--- config.mk ---
export PLATFORM = sky130hd
export DESIGN_NAME = tlnf_dp
export DESIGN_NICKNAME = d
export VERILOG_FILES = /design/src/hdl/tlnf_pkg.sv /design/src/hdl/tlnf_dp.sv
export SDC_FILE = /design/constraint.sdc
export NUM_CORES = 1
export LEC_CHECK = 0
export ABC_CLOCK_PERIOD_IN_PS = 13350
export BUFFER_PORTS_ARGS = -buffer_cell sky130_fd_sc_hd__buf_4
export CORE_MARGIN = 2
export CORE_UTILIZATION = 40
export CTS_BUF_LIST = sky130_fd_sc_hd__clkbuf_2
export CTS_CLUSTER_DIAMETER = 30
export DETAILED_ROUTE_END_ITERATION = 10
export PLACE_DENSITY = 0.59
export RECOVER_POWER = 25
export SLEW_MARGIN = 10
export SYNTH_ARGS = -nofsm -noshare
export SYNTH_HDL_FRONTEND = slang
export SYNTH_SLANG_ARGS = --single-unit
--- constraint.sdc ---
create_clock -name clk -period 13.35 [get_ports clk]
set_input_delay 3.3375 -clock clk [delete_from_list [all_inputs] [get_ports clk]]
set_output_delay 3.3375 -clock clk [all_outputs]
set_load 0.005 [all_outputs]
--- src/hdl/tlnf_pkg.sv ---
`default_nettype none
// ----------------------------------------------------------------------------
// tlnf_pkg
// Types and constants shared by the line numbering filter modules.
// ----------------------------------------------------------------------------
package tlnf_pkg;

  localparam logic [2:0] REG_SECTION_STYLES  = 3'd0;
  localparam logic [2:0] REG_LINE_INCREMENT  = 3'd1;
  localparam logic [2:0] REG_START_NUMBER    = 3'd2;
  localparam logic [2:0] REG_BLANK_GROUP     = 3'd3;
  localparam logic [2:0] REG_NUMBER_WIDTH    = 3'd4;
  localparam logic [2:0] REG_NUMBER_FORMAT   = 3'd5;
  localparam logic [2:0] REG_RESTART_DISABLE = 3'd6;
  localparam logic [2:0] REG_DELIMITER_PAIR  = 3'd7;

  localparam logic [1:0] STYLE_ALL      = 2'd0;
  localparam logic [1:0] STYLE_NONBLANK = 2'd1;

  localparam logic [1:0] FORMAT_LEFT  = 2'd0;
  localparam logic [1:0] FORMAT_ZEROS = 2'd2;

  localparam logic [7:0] CHAR_NEWLINE = 8'd10;
  localparam logic [7:0] CHAR_TAB     = 8'd9;
  localparam logic [7:0] CHAR_SPACE   = 8'd32;
  localparam logic [7:0] CHAR_ZERO    = 8'd48;

  localparam logic [2:0] MATCH_HEADER = 3'd6;
  localparam logic [2:0] MATCH_BODY   = 3'd4;
  localparam logic [2:0] MATCH_FOOTER = 3'd2;

  typedef enum logic [1:0] {
    SEC_BODY   = 2'd0,
    SEC_HEADER = 2'd1,
    SEC_FOOTER = 2'd2
  } section_t;

  typedef enum logic [1:0] {
    PH_START  = 2'd0,
    PH_MATCH  = 2'd1,
    PH_INSIDE = 2'd2
  } phase_t;

  typedef enum logic [1:0] {
    SEL_PREFIX  = 2'd0,
    SEL_HELD    = 2'd1,
    SEL_BYTE    = 2'd2,
    SEL_NEWLINE = 2'd3
  } emit_sel_t;

  typedef enum logic [2:0] {
    ST_IDLE,
    ST_DECIDE,
    ST_CONV,
    ST_PREFIX,
    ST_HELD,
    ST_BYTE,
    ST_NEWLINE,
    ST_FINISH
  } state_t;

  typedef struct packed {
    logic      load_in;
    logic      begin_line;
    logic      blank;
    logic      switch_sec;
    logic      conv_load;
    logic      conv_step;
    logic      cnt_clr;
    logic      cnt_inc;
    logic      emit;
    emit_sel_t emit_sel;
    logic      last;
    logic      set_state;
    logic [2:0] match_new;
    phase_t    phase_new;
  } cmd_t;

  typedef struct packed {
    logic       eoi;
    phase_t     phase;
    logic [2:0] matched;
    logic       is_nl;
    logic       is_d0;
    logic       match_next;
    logic       numbered_next;
    logic       out_free;
    logic       pfx_end;
    logic       held_end;
    logic       conv_done;
  } status_t;

endpackage
`default_nettype wire

--- src/hdl/tlnf_dp.sv ---
`default_nettype none
// ----------------------------------------------------------------------------
// tlnf_dp
// Settings, line state, binary to decimal converter and output register.
// ----------------------------------------------------------------------------
module tlnf_dp #(
  parameter int MAX_WIDTH   = 16,
  parameter int NUMBER_BITS = 32
) (
  input  wire logic              clk,
  input  wire logic              rst,
  input  wire logic              cfg_valid,
  input  wire logic [2:0]        cfg_index,
  input  wire logic [31:0]       cfg_data,
  input  wire logic [7:0]        input_byte,
  input  wire logic              end_of_input,
  output logic                   numbered_valid,
  input  wire logic              numbered_stall,
  output logic [7:0]             out_byte,
  output logic                   run_last,
  input  wire tlnf_pkg::cmd_t    cmd,
  output tlnf_pkg::status_t      st
);

  localparam int DIGITS = NUMBER_BITS * 30103 / 100000 + 1;
  localparam int DIW    = $clog2(DIGITS);
  localparam int CW     = $clog2(MAX_WIDTH + 8);
  localparam int AW     = (CW > DIW ? CW : DIW) + 1;
  localparam int XW     = NUMBER_BITS > 32 ? NUMBER_BITS : 32;
  localparam int KW     = $clog2(NUMBER_BITS);

  logic [5:0]  section_styles;
  logic [31:0] line_increment;
  logic [31:0] start_number;
  logic [15:0] blank_group;
  logic [4:0]  number_width;
  logic [1:0]  number_format;
  logic        restart_disable;
  logic [15:0] delimiter_pair;

  logic [NUMBER_BITS-1:0] line_number;
  logic [15:0]            blank_run;
  tlnf_pkg::section_t     current_section;
  logic [2:0]             delimiter_matched;
  tlnf_pkg::phase_t       line_phase;
  logic                   line_numbered;

  logic [7:0] in_byte;
  logic       in_eoi;
  logic [CW-1:0] cnt;
  logic [NUMBER_BITS-1:0] bin;
  logic [3:0] dig [DIGITS];
  logic [KW-1:0] ccnt;

  logic [XW-1:0] inc_x, start_x;
  logic [15:0]   blank_next;
  logic [1:0]    sec, style;
  logic          numbered_next;
  logic [CW-1:0] w;
  logic [AW-1:0] sig, len, kx, wx;
  logic [7:0]    pfx_char, delim_sel, emit_char;
  logic [DIW-1:0] didx;

  assign inc_x   = XW'(line_increment);
  assign start_x = XW'(start_number);

  always_comb begin
    if ({1'b0, number_width} > 6'(MAX_WIDTH)) begin
      w = CW'(MAX_WIDTH);
    end else begin
      w = CW'(number_width);
    end
  end

  always_comb begin
    if (cmd.blank) begin
      blank_next = (blank_run < blank_group) ? blank_run + 16'd1 : 16'd1;
    end else begin
      blank_next = 16'd0;
    end
    sec = (current_section == tlnf_pkg::SEC_HEADER) ? 2'd1 :
          (current_section == tlnf_pkg::SEC_FOOTER) ? 2'd2 : 2'd0;
    style = 2'(section_styles >> (3'd2 * 3'(sec)));
    if (style == tlnf_pkg::STYLE_ALL) begin
      numbered_next = !cmd.blank || (blank_next == blank_group);
    end else if (style == tlnf_pkg::STYLE_NONBLANK) begin
      numbered_next = !cmd.blank;
    end else begin
      numbered_next = 1'b0;
    end
  end

  always_comb begin
    sig = AW'(1);
    for (int i = 0; i < DIGITS; i++) begin
      if (dig[i] != 4'd0) begin
        sig = AW'(i + 1);
      end
    end
    wx = AW'(w);
    len = (sig > wx) ? wx : sig;
    kx = AW'(cnt);
    didx = '0;
    pfx_char = tlnf_pkg::CHAR_SPACE;
    if (kx == wx) begin
      pfx_char = line_numbered ? tlnf_pkg::CHAR_TAB : tlnf_pkg::CHAR_SPACE;
    end else if (line_numbered) begin
      if (number_format == tlnf_pkg::FORMAT_LEFT) begin
        if (kx < len) begin
          didx = DIW'(len - kx - AW'(1));
          pfx_char = {4'h3, dig[didx]};
        end
      end else if (kx < wx - len) begin
        pfx_char = (number_format == tlnf_pkg::FORMAT_ZEROS) ?
                   tlnf_pkg::CHAR_ZERO : tlnf_pkg::CHAR_SPACE;
      end else begin
        didx = DIW'(wx - kx - AW'(1));
        pfx_char = {4'h3, dig[didx]};
      end
    end
  end

  always_comb begin
    delim_sel = cnt[0] ? delimiter_pair[7:0] : delimiter_pair[15:8];
    case (cmd.emit_sel)
      tlnf_pkg::SEL_PREFIX:  emit_char = pfx_char;
      tlnf_pkg::SEL_HELD:    emit_char = delim_sel;
      tlnf_pkg::SEL_BYTE:    emit_char = in_byte;
      default:               emit_char = tlnf_pkg::CHAR_NEWLINE;
    endcase
  end

  always_comb begin
    st.eoi = in_eoi;
    st.phase = line_phase;
    st.matched = delimiter_matched;
    st.is_nl = (in_byte == tlnf_pkg::CHAR_NEWLINE);
    st.is_d0 = (in_byte == delimiter_pair[15:8]);
    st.match_next = (delimiter_matched < 3'd6) &&
                    (in_byte == (delimiter_matched[0] ? delimiter_pair[7:0]
                                                      : delimiter_pair[15:8]));
    st.numbered_next = numbered_next;
    st.out_free = !numbered_valid || !numbered_stall;
    st.pfx_end = (cnt == w);
    st.held_end = (cnt == CW'(delimiter_matched - 3'd1));
    st.conv_done = (ccnt == KW'(NUMBER_BITS - 1));
  end

  always_ff @(posedge clk) begin
    if (rst) begin
      section_styles  <= 6'd41;
      line_increment  <= 32'd1;
      start_number    <= 32'd1;
      blank_group     <= 16'd1;
      number_width    <= 5'd6;
      number_format   <= 2'd1;
      restart_disable <= 1'b0;
      delimiter_pair  <= 16'd23610;
      line_number     <= NUMBER_BITS'(1);
      blank_run       <= 16'd0;
      current_section <= tlnf_pkg::SEC_BODY;
      delimiter_matched <= 3'd0;
      line_phase      <= tlnf_pkg::PH_START;
      line_numbered   <= 1'b0;
      numbered_valid  <= 1'b0;
    end else begin
      if (cfg_valid) begin
        case (cfg_index)
          tlnf_pkg::REG_SECTION_STYLES:  section_styles <= cfg_data[5:0];
          tlnf_pkg::REG_LINE_INCREMENT:  line_increment <= cfg_data;
          tlnf_pkg::REG_START_NUMBER: begin
            start_number <= cfg_data;
            line_number <= NUMBER_BITS'(XW'(cfg_data));
          end
          tlnf_pkg::REG_BLANK_GROUP:     blank_group <= cfg_data[15:0];
          tlnf_pkg::REG_NUMBER_WIDTH:    number_width <= cfg_data[4:0];
          tlnf_pkg::REG_NUMBER_FORMAT:   number_format <= cfg_data[1:0];
          tlnf_pkg::REG_RESTART_DISABLE: restart_disable <= cfg_data[0];
          default:                       delimiter_pair <= cfg_data[15:0];
        endcase
      end
      if (cmd.begin_line) begin
        blank_run <= blank_next;
        line_numbered <= numbered_next;
      end
      if (cmd.conv_load) begin
        line_number <= line_number + inc_x[NUMBER_BITS-1:0];
      end
      if (cmd.switch_sec) begin
        blank_run <= 16'd0;
        if (delimiter_matched == tlnf_pkg::MATCH_FOOTER) begin
          current_section <= tlnf_pkg::SEC_FOOTER;
        end else if (delimiter_matched == tlnf_pkg::MATCH_BODY) begin
          current_section <= tlnf_pkg::SEC_BODY;
        end else begin
          current_section <= tlnf_pkg::SEC_HEADER;
          if (!restart_disable) begin
            line_number <= start_x[NUMBER_BITS-1:0];
          end
        end
      end
      if (cmd.set_state) begin
        delimiter_matched <= cmd.match_new;
        line_phase <= cmd.phase_new;
      end
      if (cmd.emit) begin
        numbered_valid <= 1'b1;
      end else if (!numbered_stall) begin
        numbered_valid <= 1'b0;
      end
    end
  end

  always_ff @(posedge clk) begin
    if (cmd.load_in) begin
      in_byte <= input_byte;
      in_eoi <= end_of_input;
    end
    if (cmd.emit) begin
      out_byte <= emit_char;
      run_last <= cmd.last;
    end
    if (cmd.cnt_clr) begin
      cnt <= '0;
    end else if (cmd.cnt_inc) begin
      cnt <= cnt + CW'(1);
    end
    if (cmd.conv_load) begin
      bin <= line_number;
      ccnt <= '0;
      for (int i = 0; i < DIGITS; i++) begin
        dig[i] <= 4'd0;
      end
    end else if (cmd.conv_step) begin
      bin <= bin << 1;
      ccnt <= ccnt + KW'(1);
      for (int i = 0; i < DIGITS; i++) begin
        logic [3:0] a;
        logic [3:0] b;
        a = (dig[i] >= 4'd5) ? dig[i] + 4'd3 : dig[i];
        if (i == 0) begin
          b = {a[2:0], bin[NUMBER_BITS-1]};
        end else begin
          b = (dig[i-1] >= 4'd5) ? dig[i-1] + 4'd3 : dig[i-1];
          b = {a[2:0], b[3]};
        end
        dig[i] <= b;
      end
    end
  end

endmodule
`default_nettype wire

==> results.cfg <==
[worst_setup_path]
worst-r2r-cell-count = 25
cp-start-kind = input port
timing.rr.start = dig[6][0]
r2r_setup_slack_ns = 7.37
endpoint_kind = output pin
worst_ep_required_time_ns = 10.01
r2r-end = out_byte[0]
criticalPathCategory = in -> out
worstPathArrival_ns = 5.06
critical_path_peak_fanout = 14

[floorplanning]
start_util_pct = 40.7
design.portCount = 90
die_y_um = 203
fp.coreArea_sq_um = 38800
fp-row-count = 72
fp.dieW_um = 203
design.die.area_sq_um = 41100

[placed_design]
placement.cell_area_sq_um = 16800
io_buffers = 89
post-dp-hpwl_um = 28100
gp_congestion = 0.872

[sta]
setup_violation_total_in_the_final_timing_report = 0
rsz0062_at_grt = no
slew-limit-headroom_pct = -107
totalNegativeSetupSlack_ns = 0
finalCritPeriodShare_pct = 62.9
finalHoldViolations = 0
fmax_mhz = 119
worst-slew-pin-transition_ns = 3.10
finalClockSkew_ns = 0.0824
final_period_demand_of_the_worst_path_ns = 8.40
finalMaxSlewViolations = 143

[detailed_routing]
detailedRoute.firstPassIterationCount = 6
dr_total_vias = 13383
drtIter0Drc = 767
post_drt_via_cell_ratio = 5.39
drtAntennaViolNets = 0
drc = 0
post_dr_wirelength_cell_um = 16.7
wl_um = 41300

[global_routing]
first_pass_grt_wire_length_um = 67500
maximum_number_of_pins_on_one_net_before_global_route_repair = 78
initial_antenna_violation_count = 1
via_count_of_the_first_global_routing_pass = 12897
overflow = 0
groute.usage.overall_pct = 20.3

[finish]
combined_area_of_the_multi_input_logic_cells_sq_um = 8960
regArea_sq_um = 6250
num-fill-cells = 3840
fin_area_sq_um = 17600
drive_gt1_share_pct = 14.9
fin_nets = 2064
syn2layout_area_growth_pct = 11.3

[run]
timing.max_cap.violations = 3

[cts]
cts_max_level = 3
clockBufferDepth = 3
clk_tree_root_cell = sky130_fd_sc_hd__clkbuf_2
tritoncts_num_sinks = 267
post-cts-setup-buffers = 0
tritoncts = done
cts-resized-gates = 0
cts_buffers = 81
hold_buffers = 0
worst_setup_hold_path_clk_slew_ns = 0.08
worst_skew_pair.late_latency_ns = 1.01

[worst_hold_path]
hp-start = start_number[28]
path_type_of_the_worst_min_delay_path = reg -> reg
whs_path_depth = 2
timing.hold.worst_endpoint = line_number[28]

[logic_synthesis]
yosysWarnings = 0
yosys_most_used_dff = sky130_fd_sc_hd__dfxtp_1
netlist_area_sq_um = 15800
ys_types = 86
ys_async_sr_fraction_pct = 0
mappedNetlistNets = 1968
synth_cells = 1802
synth_seq_cells = 267
number_of_flops_mapped_to_enable_cells_by_yosys = 90
syn-mean-instance-area_sq_um = 8.76
synth-seq-area-share_pct = 39.6

[power]
cellLeakagePower_nw = 7.10
power_density_nw_per_um2 = 108
vdd_ir_drop_max_v = 0.0000506

[status]
failed_checks = max-capacitance violations, max-slew violations
outcome = finished, violations left
## cells in the final DEF (no fill, tap or decap), drive strengths merged, types with 4 or more instances in the layout
cell type / count
nor2b: 22
o211a: 4
and2: 7
dfxtp: 177
buf: 81
clkinv: 27
fa: 4
ha: 96
o22ai: 8
and3: 14
nor2: 146
nand2b: 27
and4: 5
a31oi: 5
nand3: 38
mux4: 16
o211ai: 7
clkbuf: 133
a21oi: 222
inv: 65
mux2: 35
nor3: 39
o21a: 11
or3: 6
nor3b: 8
mux2i: 55
edfxtp: 90
nand2: 330
a21o: 15
xnor2: 53
nand4: 15
xor2: 39
a22oi: 6
a221oi: 4
a211oi: 31
o21ai: 53
a311oi: 14
## metal layers
metal | wire length (um) | GRT usage [%] | vias to the layer above | part of all wire, %
met2 | 18600 | 31.3 | 354 | 45
met1 | 19800 | 28.0 | 6324 | 48
li1 | - | - | 6629 | -
met5 | 0 | 0 | - | 0
met3 | 2110 | 3.98 | 76 | 5.1
met4 | 858 | 7.51 | 0 | 2.1
## critical path: stages
cell and delay [ns]:
sky130_fd_sc_hd__buf_4 0.17, sky130_fd_sc_hd__and2_1 0.54, sky130_fd_sc_hd__a21oi_1 0.12, sky130_fd_sc_hd__a2111oi_0 0.36, sky130_fd_sc_hd__nand4_1 0.18, sky130_fd_sc_hd__a21oi_1 0.22
sky130_fd_sc_hd__buf_4 0.14
## logic make-up after synthesis
kind of cell | after synthesis | synth area share (%)
muxes | 106 | 8.27
AOI/OAI and AO/OA | 410 | 15.7
DFF | 267 | 39.6
and+or+nand+nor | 674 | 19.1
other | 1 | 0.0238
buffers and inverters | 150 | 3.73
xor gates and xnor gates | 94 | 5.51
adders and majority gates | 100 | 8.12
## stage by stage
step / setup WS, ns / std cells / hold WS (ns) / util (%) / power [mW]
6_report: 4.95 / 2481 / 0.458 / 45.3 / 1.90
5_1_grt: 4.84 / 2481 / 0.478 / 45.3 / 2.02
4_1_cts: 4.94 / 2479 / 0.461 / 45.3 / 1.93
3_5_place_dp: 4.94 / 2333 / 0.448 / 43.4 / 1.26
3_3_place_gp: 4.92 / 2333 / 0.440 / 43.4 / 1.26
2_1_floorplan: 5.44 / 1802 / 0.432 / - / 1.16
## synthesized netlist by cell type, types with 5 or more instances
cell | n | area (sq um)
sky130_fd_sc_hd__buf_2 | 6 | 30.0
sky130_fd_sc_hd__nand2b_1 | 27 | 169
sky130_fd_sc_hd__nor2_1 | 145 | 544
sky130_fd_sc_hd__a311oi_1 | 14 | 123
sky130_fd_sc_hd__a211oi_1 | 29 | 218
sky130_fd_sc_hd__mux2i_1 | 55 | 551
sky130_fd_sc_hd__a21oi_1 | 222 | 1110
sky130_fd_sc_hd__mux2_2 | 35 | 394
sky130_fd_sc_hd__mux4_2 | 16 | 360
sky130_fd_sc_hd__o22ai_1 | 8 | 50.1
sky130_fd_sc_hd__nor3b_1 | 8 | 60.1
sky130_fd_sc_hd__xnor2_1 | 52 | 455
sky130_fd_sc_hd__or3_1 | 6 | 37.5
sky130_fd_sc_hd__ha_1 | 96 | 1200
sky130_fd_sc_hd__a31oi_1 | 5 | 31.3
sky130_fd_sc_hd__nand2_1 | 328 | 1230
sky130_fd_sc_hd__o21ai_0 | 50 | 250
sky130_fd_sc_hd__nand4_1 | 14 | 87.6
sky130_fd_sc_hd__o21a_1 | 11 | 82.6
sky130_fd_sc_hd__o211ai_1 | 7 | 52.6
sky130_fd_sc_hd__nand3_1 | 37 | 185
sky130_fd_sc_hd__nor2b_1 | 22 | 138
sky130_fd_sc_hd__edfxtp_1 | 90 | 2700
sky130_fd_sc_hd__and4_1 | 5 | 43.8
sky130_fd_sc_hd__nor3_1 | 37 | 185
sky130_fd_sc_hd__xor2_1 | 39 | 342
sky130_fd_sc_hd__dfxtp_1 | 177 | 3540
sky130_fd_sc_hd__buf_1 | 14 | 52.6
sky130_fd_sc_hd__and2_1 | 7 | 43.8
sky130_fd_sc_hd__clkbuf_1 | 62 | 233
sky130_fd_sc_hd__and3_1 | 13 | 81.3
sky130_fd_sc_hd__a22oi_1 | 6 | 45.0
sky130_fd_sc_hd__a21o_1 | 15 | 113
sky130_fd_sc_hd__inv_1 | 62 | 233
## sequential cells by signal, indices dropped and copies added, names as in the netlist, 6 cells and up
register / count
out_byte: 8
in_byte: 8
blank_group: 16
inc_x: 32
blank_run: 16
line_number: 32
dig: 40
bin: 32
start_number: 32
section_styles: 6
delimiter_pair: 16
## final cells by class
type,count,area share [%]
diodes,2,0.0285
clock buffers,115,3.27
clock inverters,31,1.09
inverters,64,1.37
multi-input cells,1385,51.0
flip-flops and latches,267,35.5
well taps,518,3.69
repair buffers,99,4.06
## how the worst max path moves through the flow
| stage | from | end | slack (ns) | depth (start not counted) |
|---|---|---|---|---|
| global placement | cmd[15] | st[4] | 4.92 | 7 |
| finish | cmd[15] | st[4] | 4.95 | 7 |
| floorplan | cmd[15] | st[4] | 5.44 | 8 |
| detailed placement | cmd[15] | st[4] | 4.94 | 7 |
| global route | cmd[15] | st[4] | 4.84 | 7 |
| CTS | cmd[15] | st[4] | 4.94 | 7 |
## power by group
group / internal [mW] / total [mW] / switching (mW)
Clock: 0.275 / 0.657 / 0.382
Sequential: 0.887 / 0.927 / 0.0398
Combinational: 0.139 / 0.319 / 0.181
No activity file was read; power rests on OpenSTA's default activity.
