## config.mk

```make
export PLATFORM = sky130hd
export DESIGN_NAME = tlnf_ctrl
export DESIGN_NICKNAME = d
export VERILOG_FILES = /design/src/hdl/tlnf_pkg.sv /design/src/hdl/tlnf_ctrl.sv
export SDC_FILE = /design/constraint.sdc
export NUM_CORES = 1
export LEC_CHECK = 0
export BUFFER_PORTS_ARGS = -buffer_cell sky130_fd_sc_hd__buf_2
export CAP_MARGIN = 20
export CORE_MARGIN = 3
export CORE_UTILIZATION = 50
export CTS_BUF_LIST = sky130_fd_sc_hd__clkbuf_4 sky130_fd_sc_hd__clkbuf_8
export DETAILED_ROUTE_END_ITERATION = 10
export GPL_ROUTABILITY_DRIVEN = 0
export MAX_ROUTING_LAYER = met4
export PLACE_DENSITY = 0.92
export RECOVER_POWER = 25
export SLEW_MARGIN = 20
export SYNTH_ARGS = -nofsm -noshare
export SYNTH_HDL_FRONTEND = slang
export SYNTH_SLANG_ARGS = --single-unit
```

## constraint.sdc

```tcl
create_clock -name clk -period 1.8 [get_ports clk]
set_input_delay 0.09 -clock clk [delete_from_list [all_inputs] [get_ports clk]]
set_output_delay 0.09 -clock clk [all_outputs]
set_load 0.03 [all_outputs]
```

## src/hdl/tlnf_pkg.sv

```systemverilog
`default_nettype none
// ----------------------------------------------------------------------------
// tlnf_pkg
// Types and constants shared by the line numbering filter modules.
// ----------------------------------------------------------------------------
package tlnf_pkg;

  localparam logic [2:0] REG_SECTION_STYLES  = 3'd0;
  localparam logic [2:0] REG_LINE_INCREMENT  = 3'd1;
  localparam logic [2:0] REG_START_NUMBER    = 3'd2;
  localparam logic [2:0] REG_BLANK_GROUP     = 3'd3;
  localparam logic [2:0] REG_NUMBER_WIDTH    = 3'd4;
  localparam logic [2:0] REG_NUMBER_FORMAT   = 3'd5;
  localparam logic [2:0] REG_RESTART_DISABLE = 3'd6;
  localparam logic [2:0] REG_DELIMITER_PAIR  = 3'd7;

  localparam logic [1:0] STYLE_ALL      = 2'd0;
  localparam logic [1:0] STYLE_NONBLANK = 2'd1;

  localparam logic [1:0] FORMAT_LEFT  = 2'd0;
  localparam logic [1:0] FORMAT_ZEROS = 2'd2;

  localparam logic [7:0] CHAR_NEWLINE = 8'd10;
  localparam logic [7:0] CHAR_TAB     = 8'd9;
  localparam logic [7:0] CHAR_SPACE   = 8'd32;
  localparam logic [7:0] CHAR_ZERO    = 8'd48;

  localparam logic [2:0] MATCH_HEADER = 3'd6;
  localparam logic [2:0] MATCH_BODY   = 3'd4;
  localparam logic [2:0] MATCH_FOOTER = 3'd2;

  typedef enum logic [1:0] {
    SEC_BODY   = 2'd0,
    SEC_HEADER = 2'd1,
    SEC_FOOTER = 2'd2
  } section_t;

  typedef enum logic [1:0] {
    PH_START  = 2'd0,
    PH_MATCH  = 2'd1,
    PH_INSIDE = 2'd2
  } phase_t;

  typedef enum logic [1:0] {
    SEL_PREFIX  = 2'd0,
    SEL_HELD    = 2'd1,
    SEL_BYTE    = 2'd2,
    SEL_NEWLINE = 2'd3
  } emit_sel_t;

  typedef enum logic [2:0] {
    ST_IDLE,
    ST_DECIDE,
    ST_CONV,
    ST_PREFIX,
    ST_HELD,
    ST_BYTE,
    ST_NEWLINE,
    ST_FINISH
  } state_t;

  typedef struct packed {
    logic      load_in;
    logic      begin_line;
    logic      blank;
    logic      switch_sec;
    logic      conv_load;
    logic      conv_step;
    logic      cnt_clr;
    logic      cnt_inc;
    logic      emit;
    emit_sel_t emit_sel;
    logic      last;
    logic      set_state;
    logic [2:0] match_new;
    phase_t    phase_new;
  } cmd_t;

  typedef struct packed {
    logic       eoi;
    phase_t     phase;
    logic [2:0] matched;
    logic       is_nl;
    logic       is_d0;
    logic       match_next;
    logic       numbered_next;
    logic       out_free;
    logic       pfx_end;
    logic       held_end;
    logic       conv_done;
  } status_t;

endpackage
`default_nettype wire

```

## src/hdl/tlnf_ctrl.sv

```systemverilog
`default_nettype none
// ----------------------------------------------------------------------------
// tlnf_ctrl
// Sequencer that decides what each text beat causes and steps the datapath.
// ----------------------------------------------------------------------------
module tlnf_ctrl (
  input  wire logic              clk,
  input  wire logic              rst,
  input  wire logic              text_valid,
  output logic                   text_stall,
  input  wire tlnf_pkg::status_t st,
  output tlnf_pkg::cmd_t         cmd
);

  tlnf_pkg::state_t state, state_next;
  logic p_held, p_byte, p_nl;
  logic [2:0] m_new;
  tlnf_pkg::phase_t ph_new;

  logic d_pre, d_blank, d_held, d_byte, d_nl, d_sw;
  logic [2:0] d_m;
  tlnf_pkg::phase_t d_ph;
  logic is_switch;
  tlnf_pkg::state_t after_pre, after_held, after_byte;

  always_ff @(posedge clk) begin
    if (rst) begin
      state <= tlnf_pkg::ST_IDLE;
    end else begin
      state <= state_next;
    end
  end

  always_ff @(posedge clk) begin
    if (state == tlnf_pkg::ST_DECIDE) begin
      p_held <= d_held;
      p_byte <= d_byte;
      p_nl   <= d_nl;
      m_new  <= d_m;
      ph_new <= d_ph;
    end
  end

  assign is_switch = (st.matched == tlnf_pkg::MATCH_HEADER) ||
                     (st.matched == tlnf_pkg::MATCH_BODY) ||
                     (st.matched == tlnf_pkg::MATCH_FOOTER);

  always_comb begin
    d_pre = 1'b0; d_blank = 1'b0; d_held = 1'b0; d_byte = 1'b0;
    d_nl = 1'b0; d_sw = 1'b0;
    d_m = 3'd0;
    d_ph = tlnf_pkg::PH_START;
    if (st.eoi) begin
      if (st.phase == tlnf_pkg::PH_MATCH) begin
        if (is_switch) begin
          d_sw = 1'b1; d_nl = 1'b1;
        end else begin
          d_pre = 1'b1; d_held = 1'b1;
        end
      end
    end else begin
      case (st.phase)
        tlnf_pkg::PH_START: begin
          if (st.is_nl) begin
            d_pre = 1'b1; d_blank = 1'b1; d_nl = 1'b1;
          end else if (st.is_d0) begin
            d_m = 3'd1; d_ph = tlnf_pkg::PH_MATCH;
          end else begin
            d_pre = 1'b1; d_byte = 1'b1; d_ph = tlnf_pkg::PH_INSIDE;
          end
        end
        tlnf_pkg::PH_MATCH: begin
          if (st.is_nl) begin
            if (is_switch) begin
              d_sw = 1'b1; d_nl = 1'b1;
            end else begin
              d_pre = 1'b1; d_held = 1'b1; d_nl = 1'b1;
            end
          end else if (st.match_next) begin
            d_m = st.matched + 3'd1; d_ph = tlnf_pkg::PH_MATCH;
          end else begin
            d_pre = 1'b1; d_held = 1'b1; d_byte = 1'b1; d_ph = tlnf_pkg::PH_INSIDE;
          end
        end
        default: begin
          d_byte = 1'b1;
          d_ph = st.is_nl ? tlnf_pkg::PH_START : tlnf_pkg::PH_INSIDE;
        end
      endcase
    end
  end

  always_comb begin
    after_byte = p_nl ? tlnf_pkg::ST_NEWLINE : tlnf_pkg::ST_FINISH;
    after_held = p_byte ? tlnf_pkg::ST_BYTE : after_byte;
    after_pre  = (p_held && st.matched != 3'd0) ? tlnf_pkg::ST_HELD : after_held;
  end

  always_comb begin
    state_next = state;
    cmd = '0;
    cmd.match_new = m_new;
    cmd.phase_new = ph_new;
    text_stall = (state != tlnf_pkg::ST_IDLE);
    case (state)
      tlnf_pkg::ST_IDLE: begin
        if (text_valid) begin
          cmd.load_in = 1'b1;
          state_next = tlnf_pkg::ST_DECIDE;
        end
      end
      tlnf_pkg::ST_DECIDE: begin
        cmd.cnt_clr = 1'b1;
        cmd.switch_sec = d_sw;
        cmd.blank = d_blank;
        if (d_pre) begin
          cmd.begin_line = 1'b1;
          cmd.conv_load = st.numbered_next;
          state_next = st.numbered_next ? tlnf_pkg::ST_CONV : tlnf_pkg::ST_PREFIX;
        end else if (d_byte) begin
          state_next = tlnf_pkg::ST_BYTE;
        end else if (d_nl) begin
          state_next = tlnf_pkg::ST_NEWLINE;
        end else begin
          state_next = tlnf_pkg::ST_FINISH;
        end
      end
      tlnf_pkg::ST_CONV: begin
        cmd.conv_step = 1'b1;
        if (st.conv_done) begin
          state_next = tlnf_pkg::ST_PREFIX;
        end
      end
      tlnf_pkg::ST_PREFIX: begin
        cmd.emit_sel = tlnf_pkg::SEL_PREFIX;
        if (st.out_free) begin
          cmd.emit = 1'b1;
          cmd.cnt_inc = 1'b1;
          if (st.pfx_end) begin
            cmd.cnt_clr = 1'b1;
            cmd.last = (after_pre == tlnf_pkg::ST_FINISH);
            state_next = after_pre;
          end
        end
      end
      tlnf_pkg::ST_HELD: begin
        cmd.emit_sel = tlnf_pkg::SEL_HELD;
        if (st.out_free) begin
          cmd.emit = 1'b1;
          cmd.cnt_inc = 1'b1;
          if (st.held_end) begin
            cmd.cnt_clr = 1'b1;
            cmd.last = (after_held == tlnf_pkg::ST_FINISH);
            state_next = after_held;
          end
        end
      end
      tlnf_pkg::ST_BYTE: begin
        cmd.emit_sel = tlnf_pkg::SEL_BYTE;
        if (st.out_free) begin
          cmd.emit = 1'b1;
          cmd.last = (after_byte == tlnf_pkg::ST_FINISH);
          state_next = after_byte;
        end
      end
      tlnf_pkg::ST_NEWLINE: begin
        cmd.emit_sel = tlnf_pkg::SEL_NEWLINE;
        if (st.out_free) begin
          cmd.emit = 1'b1;
          cmd.last = 1'b1;
          state_next = tlnf_pkg::ST_FINISH;
        end
      end
      tlnf_pkg::ST_FINISH: begin
        cmd.set_state = 1'b1;
        state_next = tlnf_pkg::ST_IDLE;
      end
      default: begin
        state_next = tlnf_pkg::ST_IDLE;
      end
    endcase
  end

endmodule
`default_nettype wire

```

==> reports/results.ini, run 1 <==
[critical_path]
worstPathRequired_ns = 1.71
worstSetupPathType = register to primary output
cp_max_fo = 11
end_kind = primary output
worst_ep_arrival_time_ns = 1.60
start_kind = register

[floorplan]
core_area_um2 = 1760
die_h_um = 49.5
die_x_um = 49.5
start_util_pct = 53.7
boundaryPins = 36
dieArea_um2 = 2450
row_count = 15

[outcome]
status = completed

[run]
maxCapViolCount = 0

[timing]
tightest_slew_ns = 0.420
rsz0062_at_grt = false
fmax_mhz = 593
layout_min_cycle_time_ns = 1.69
finalHoldViolations = 0
setup_viol = 0
tns_ns = 0
skew_ns = 0.00540
hold_slack_ns = 0.0145
slew_headroom_pct = 71.9
layout_setup_ws_ns = 0.114
fin_crit_sh_pct = 93.7
drv_slew = 0

[placed_design]
portBuffers = 35
dp_cells = 173
hpwl_um = 1880
pre_cts_slack_ns = 0.0921

[yosys]
synth_edf_count = 8
synthDominantCellAreaShare_pct = 25.4
synth_top_family_by_area = simple AND/OR/NAND/NOR gates
synth_warnings = 0
synth.avg_cell_area_um2 = 8.17
yosysTopAreaCell = edfxtp_1
synth_simple_gate_area_share_pct = 28.5
synthCells = 116
synth.mux.area_fraction_pct = 2.25
ys.flop_type = edfxtp_1
ys_types = 43
async_flop_share_pct = 0
ys_ff_latch = 11
synth.most_common_cell = nor2_1
synth-compound-area-share_pct = 23.5
synth_nets = 136
synthAdderAreaFrac_pct = 3.96
synthXorXnorAreaFrac_pct = 1.85
synth_seq_area_share_pct = 31.7
syn-cell-area_um2 = 947
synthTopCellsByArea = edfxtp_1 (25%), dfxtp_1 (6.3%), nand2b_1 (5.3%)
synth_common_cells = nor2_1 (12), inv_1 (10), a21oi_1 (9)

[power_and_ir_drop]
ir_drop_v = 0.000849
power_frac_comb_pct = 62.9
power_mw = 1.71
seq_power_share_pct = 27.7
swShare_pct = 49.2
p_sw_uw = 843
leakage_nw = 0.571
power_density_nw_per_um2 = 1420
p_int_uw = 869
p_clk_share_pct = 9.4

[cells_and_area]
fill_cells = 172
final_cells = 180
multiInputGateArea_um2 = 574
drive_gt1_share_pct = 34.2
diodes = 0
seq_area_um2 = 304
nets = 176
syn2layout_area_growth_pct = 27.3

[grt]
grt_max_degree = 14
grt_usage_pct = 19.3
grt_use_met1_pct = 21.4
antenna_found_initial = 0
use_met3_pct = 2.42
grt.busiest_layer = met2
grt_util_met2_pct = 35.9
grt_pass1_vias = 908
grt_remaining_overflow = 0
grt_pass1_wl_um = 3730

[clock_tree]
clk_latency_ns = 0.26
cts_tree = yes
cts_buffers = 3
cts_sinks = 11
root_buffer = clkbuf_4
htreeDepth = 1
clkTransAtPathRegs_ns = 0.07
clk_path_buf_depth = 2

[detailed_routing]
drt_iter0_drc = 21
viasPerCell = 5.44
vias = 979
wl_per_cell_um = 12.6
drt_wl_total_um = 2270
drc_errors = 0
dr.pass1.iters = 4
drtAntennaViolNets = 0

[hold_path]
min_path_type = input port to register

## placed cells by master, fill, tap and decap left out, drive strengths merged, types with 2 or more instances in the layout
master / instances
a21o: 2
a21oi: 9
a311oi: 2
and2: 3
and3: 2
buf: 38
clkbuf: 6
clkinv: 2
dfxtp: 3
edfxtp: 8
ha: 3
inv: 11
nand2: 5
nand2b: 8
nand3: 3
nand3b: 2
nor2: 12
nor2b: 5
nor3: 2
o21a: 2
o21ai: 6
o22ai: 2
o31ai: 2
or3: 3
## cell families (layout without fill, tap and decap cells)
kind of cell / after synthesis / in the layout
compound gates: 31 / 31
xor+xnor: 2 / 2
fa+ha+maj: 3 / 3
buf+inv: 18 / 57
flops: 11 / 11
mux: 2 / 2
simple gates: 49 / 49
## sequential cells by signal, summed over array words and instances, names as in the netlist
name,cells
m_new,3
p_byte,1
p_held,1
p_nl,1
ph_new,2
state,3
## layer usage
metal,share of wire [%],vias up
li1,-,488
met1,40,440
met2,52,49
met3,6.9,2
met4,0.66,0
met5,0,-
## layout make-up
type / count / area share [%]
clock inverters: 1 / 0.415
multi-input cells: 87 / 47.6
well taps: 25 / 2.59
inverters: 12 / 4.15
repair buffers: 41 / 18.2
clock buffers: 3 / 1.87
flip-flops and latches: 11 / 25.2
## worst paths after layout
| check | startpoint | end | slack, ns | depth (start not counted) |
|---|---|---|---|---|
| worst min register to register | state[2] | state[1] | 0.71 | 3 |
| worst max-delay path | state[2] | cmd[6] | 0.11 | 5 |
| worst max register to register | state[1] | state[0] | 0.18 | 5 |
| worst min-delay path | rst | state[0] | 0.01 | 2 |
## power groups by stage
stage | Sequential, mW | Clock (mW) | Combinational, mW
2_1_floorplan | 0.487 | 0 | 0.718
3_3_place_gp | 0.459 | 0 | 0.973
6_report | 0.474 | 0.161 | 1.08
4_1_cts | 0.473 | 0.163 | 1.03
3_5_place_dp | 0.472 | 0 | 1.01
5_1_grt | 0.488 | 0.170 | 1.16
## through the flow
| step | utilization, % | instance area [µm²] |
|---|---|---|
| floorplan | - | 956 |
| global placement | 65.3 | 1150 |
| detailed placement | 65.3 | 1150 |
| CTS | 67.5 | 1190 |
| global route | 68.4 | 1210 |
| finish | 68.4 | 1210 |
## critical path, cell delays in order (launching register included)
cell      delay (ns)
dfxtp_2         0.37
buf_4           0.17
nand2b_1        0.15
nand4_1         0.14
a221oi_2        0.28
buf_2           0.23
## what timing repair did
item,4_1_cts,5_1_grt
hold buffers,0,0
buffers inserted,0,3
gates resized for setup,5,2
setup endpoints to repair,3,1
Note: power is estimated with default switching activity, not from simulation.
==> run 2: changes to the inputs <==
GPL_TIMING_DRIVEN = 0   (was not set)
==> reports/results.ini, run 2 (synthesis gave the netlist of run 1 again) <==
[cells_and_area]
nets = 180
diodes = 0
top_regs = m_new: 3 flops, state: 3 flops, ph_new: 2 flops
final_common_cell = buf_2
stdcell_area_um2 = 1260
fin_util_pct = 71.3
layout_common_cells = buf_2 (29), nor2_1 (12), inv_1 (10), a21oi_1 (9)
drive_gt1_share_pct = 34.6
syn2layout_area_growth_pct = 32.8

[power_and_ir_drop]
ir_drop_v = 0.000881
power_mw = 1.80
power_density_nw_per_um2 = 1440
leakage_nw = 0.594

[timing]
skew_ns = 0.00458
finalHoldViolations = 0
tns_ns = 0
layout_min_cycle_time_ns = 1.74
fin_crit_sh_pct = 96.7
setup_viol = 0
fmax_mhz = 575
rsz0062_at_grt = true
drv_slew = 0
tightest_slew_ns = 0.371
slew_headroom_pct = 75.2
layout_setup_ws_ns = 0.0598

[critical_path]
worst_ep_arrival_time_ns = 1.65
worstSetupPathType = register to primary output
slowest_stage = dfxtp_2
crit_start = state[2]
worstPathRequired_ns = 1.71
reg2reg_from = state[1]
end_kind = primary output
cp_max_fo = 10
start_kind = register
cpPeakStageDelay_ns = 0.40
crit_chain = clkbuf_4 > a21boi_4 > o31ai_1 > a221oi_2 > buf_4
rrSetupSlack_ns = 0.10

[floorplan]
dieArea_um2 = 2450
die_x_um = 49.5
row_count = 15
core_area_um2 = 1760
boundaryPins = 36
die_h_um = 49.5
start_util_pct = 53.7

[placed_design]
placed_cell_area_um2 = 1160
hpwl_um = 1770
portBuffers = 34
pre_cts_slack_ns = 0.0123

[clock_tree]
cts_sinks = 11
cts_tree = yes
clk_path_buf_depth = 2
clk_latency_ns = 0.27
htreeDepth = 1
root_buffer = clkbuf_4
clkTransAtPathRegs_ns = 0.07
cts_buffers = 3

[detailed_routing]
drtAntennaViolNets = 0
drt_iter0_drc = 49
drt_wl_total_um = 2300
drc_errors = 0
wl_per_cell_um = 12.5
vias = 1013
dr.pass1.iters = 4
viasPerCell = 5.51

[grt]
grt_pass1_vias = 960
grt_remaining_overflow = 0
antenna_found_initial = 0
grt_max_degree = 13
grt_pass1_wl_um = 3780
grt_usage_pct = 20.1

[run]
maxCapViolCount = 0

[hold_path]
worstHoldStart = st[13]
min_path_type = input port to register

[outcome]
status = completed

run 2: cell count changes in the layout (fill, tap and decap cells not counted), sizes merged:
cell / previous run / this run
clkbuf: 6 / 11
buf: 38 / 37
clkinv: 2 / 1
dlygate4sd3: 0 / 1
run 2: critical path, delay by kind of cell (launching register included):
family	cells	cell delay, ns
AO/OA/AOI/OAI	3	0.57
buffers and inverters	2	0.40
flip-flops	1	0.40
run 2: metal layers:
| metal | vias up | share of wire (%) | track usage (%) |
|---|---|---|---|
| met5 | - | 0 | - |
| met1 | 452 | 40 | 22.7 |
| met2 | 54 | 51 | 34.4 |
| li1 | 502 | - | - |
| met3 | 5 | 7.2 | 1.81 |
| met4 | 0 | 2.0 | 12.0 |
run 2: cell type report:
class / instances / area, µm²
plain buffers: 6 / 41.3
multi-input cells: 87 / 587
fillers: 155 / 507
inverters: 12 / 50.0
repair buffers: 39 / 216
flip-flops and latches: 11 / 302
clock buffers: 4 / 30.0
well taps: 25 / 31.3
run 2: metrics by stage:
stage / hold WS, ns / instances
floorplan: 0.158 / 116
global placement: 0.292 / 175
detailed placement: 0.294 / 175
CTS: 0.122 / 180
global route: 0.129 / 184
finish: 0.126 / 184
run 2: worst paths after layout:
check        endpoint  cells after the start
max            cmd[6]                      5
min            p_byte                      2
max reg2reg  state[0]                      6
min reg2reg  state[2]                      4
run 2: repair_timing:
item | CTS | global route
endpoints found under the hold margin | 2 | 0
pin swaps | 0 | 0
hold buffers | 1 | 0
gates cloned | 0 | 0
resized for setup | 7 | 12
endpoints found under the setup margin | 3 | 7
setup buffers | 0 | 4
run 2: power breakdown:
group / switching (mW) / internal [mW]
clock network: 0.0835 / 0.101
registers: 0.0458 / 0.382
logic: 0.749 / 0.444
==> run 3: changes to the inputs <==
REMOVE_ABC_BUFFERS = 1   (was not set)
clock period = 2 ns   (was 1.8 ns; I/O delays follow)
==> reports/results.ini, run 3 (synthesis gave the netlist of run 1 again) <==
[outcome]
status = completed

[critical_path]
crit_start = state[2]
worstPathRequired_ns = 1.90
slowest_stage = dfxtp_2
crit_top_cell = nand2b_1
r2r_end = state[0]
reg2reg_from = state[2]
rrSetupSlack_ns = 0.28
crit_chain = nand2b_1 > or2_1 > inv_2 > nand2b_1 > nor2_1 > buf_2
rr_worst_depth = 4
start_kind = register
cpPeakStageDelay_ns = 0.40
crit_end = cmd[13]
worst_ep_arrival_time_ns = 1.73
end_kind = primary output
cp_max_fo = 17
worstSetupPathType = register to primary output

[detailed_routing]
drt_wl_total_um = 2080
viasPerCell = 5.37
vias = 935
wl_per_cell_um = 11.9
dr.pass1.iters = 4
drc_errors = 0
drt_iter0_drc = 11
drtAntennaViolNets = 0

[cells_and_area]
top_regs = m_new: 3 flops, state: 3 flops, ph_new: 2 flops
fin_util_pct = 64.9
syn2layout_area_growth_pct = 20.9
nets = 170
diodes = 0
final_common_cell = buf_2
fill_cells = 177
drive_gt1_share_pct = 28.9
layout_common_cells = buf_2 (31), nor2_1 (12), inv_1 (10), a21oi_1 (9)

[power_and_ir_drop]
leakage_nw = 0.538
ir_drop_v = 0.000776
power_mw = 1.43
power_density_nw_per_um2 = 1250

[grt]
grt_usage_pct = 18.9
antenna_found_initial = 0
grt_pass1_wl_um = 3620
grt_remaining_overflow = 0
grt_pass1_vias = 894
grt_max_degree = 20

[clock_tree]
clkTransAtPathRegs_ns = 0.07
clk_path_buf_depth = 2
cts_buffers = 3
clk_latency_ns = 0.27
root_buffer = clkbuf_4
cts_sinks = 11
htreeDepth = 1
cts_tree = yes
holdBufCountCts = 0

[timing]
slew_headroom_pct = 67.0
rsz0062_at_grt = false
setup_viol = 0
fmax_mhz = 546
layout_min_cycle_time_ns = 1.83
skew_ns = 0.00318
drv_slew = 0
tns_ns = 0
finalHoldViolations = 0
fin_crit_sh_pct = 91.7
tightest_slew_ns = 0.493

[placed_design]
portBuffers = 35
hpwl_um = 1690

[floorplan]
boundaryPins = 36
die_h_um = 49.5
core_area_um2 = 1760
dieArea_um2 = 2450
die_x_um = 49.5
start_util_pct = 53.7
row_count = 15

[hold_path]
min_path_type = input port to register

[run]
maxCapViolCount = 0

run 3: changes by cell type in the layout (fill, tap and decap cells not counted), sizes merged:
| cell | before | now |
|---|---|---|
| clkinv | 1 | 0 |
| buf | 37 | 31 |
| clkbuf | 11 | 8 |
| dlygate4sd3 | 1 | 0 |
| inv | 11 | 12 |
run 3: report_power, final:
group / total [mW] / internal (mW) / switching [mW] / leakage (nW)
Combinational: 0.778 / 0.276 / 0.502 / 0.417
Sequential: 0.486 / 0.353 / 0.133 / 0.103
Clock: 0.169 / 0.0908 / 0.0779 / 0.0184
Total: 1.43 / 0.720 / 0.713 / 0.538
run 3: what timing repair did:
action	CTS	global route
gates resized for setup	1	3
endpoints found under the setup margin	4	7
buffers inserted	0	0
run 3: layout make-up:
type	count	area, µm²	area share (%)
Multi-Input combinational cell	87	562	49.1
Sequential cell	11	307	26.8
Timing Repair Buffer	35	170	14.9
Inverter	12	45.0	3.93
Tap cell	25	31.3	2.73
Clock buffer	4	30.0	2.62
run 3: per-stage QoR:
step / area, µm² / hold WS [ns] / setup WS, ns / instances
after floorplan: 915 / 0.168 / -0.120 / 110
after global placement: 1120 / 0.304 / 0.193 / 170
after detailed placement: 1120 / 0.306 / 0.0773 / 170
after CTS: 1150 / 0.0148 / 0.0588 / 174
after global routing: 1140 / 0.0273 / 0.0157 / 174
final: 1140 / 0.00876 / 0.167 / 174
run 3: metal layers:
metal	up-vias	global-route usage, %	wire length, µm
li1	481	-	-
met1	420	19.8	876
met2	31	34.8	1060
met3	3	2.72	123
met4	0	8.29	18
met5	-	-	0
run 3: how the worst min path moves through the flow:
stage                     from        to  slack, ns  depth (start not counted)
after global placement     rst  state[0]       0.30                          2
final                      rst  state[0]      0.009                          2
after floorplan            rst  state[0]       0.17                          1
after global routing       rst  state[0]       0.03                          2
after detailed placement   rst  state[0]       0.31                          2
after CTS                  rst  state[0]       0.01                          2
run 3: critical path, delay by kind of cell, from the launching register on:
family	cells	cell delay (ns)
simple gates	4	0.67
buf+inv	2	0.39
flops	1	0.40
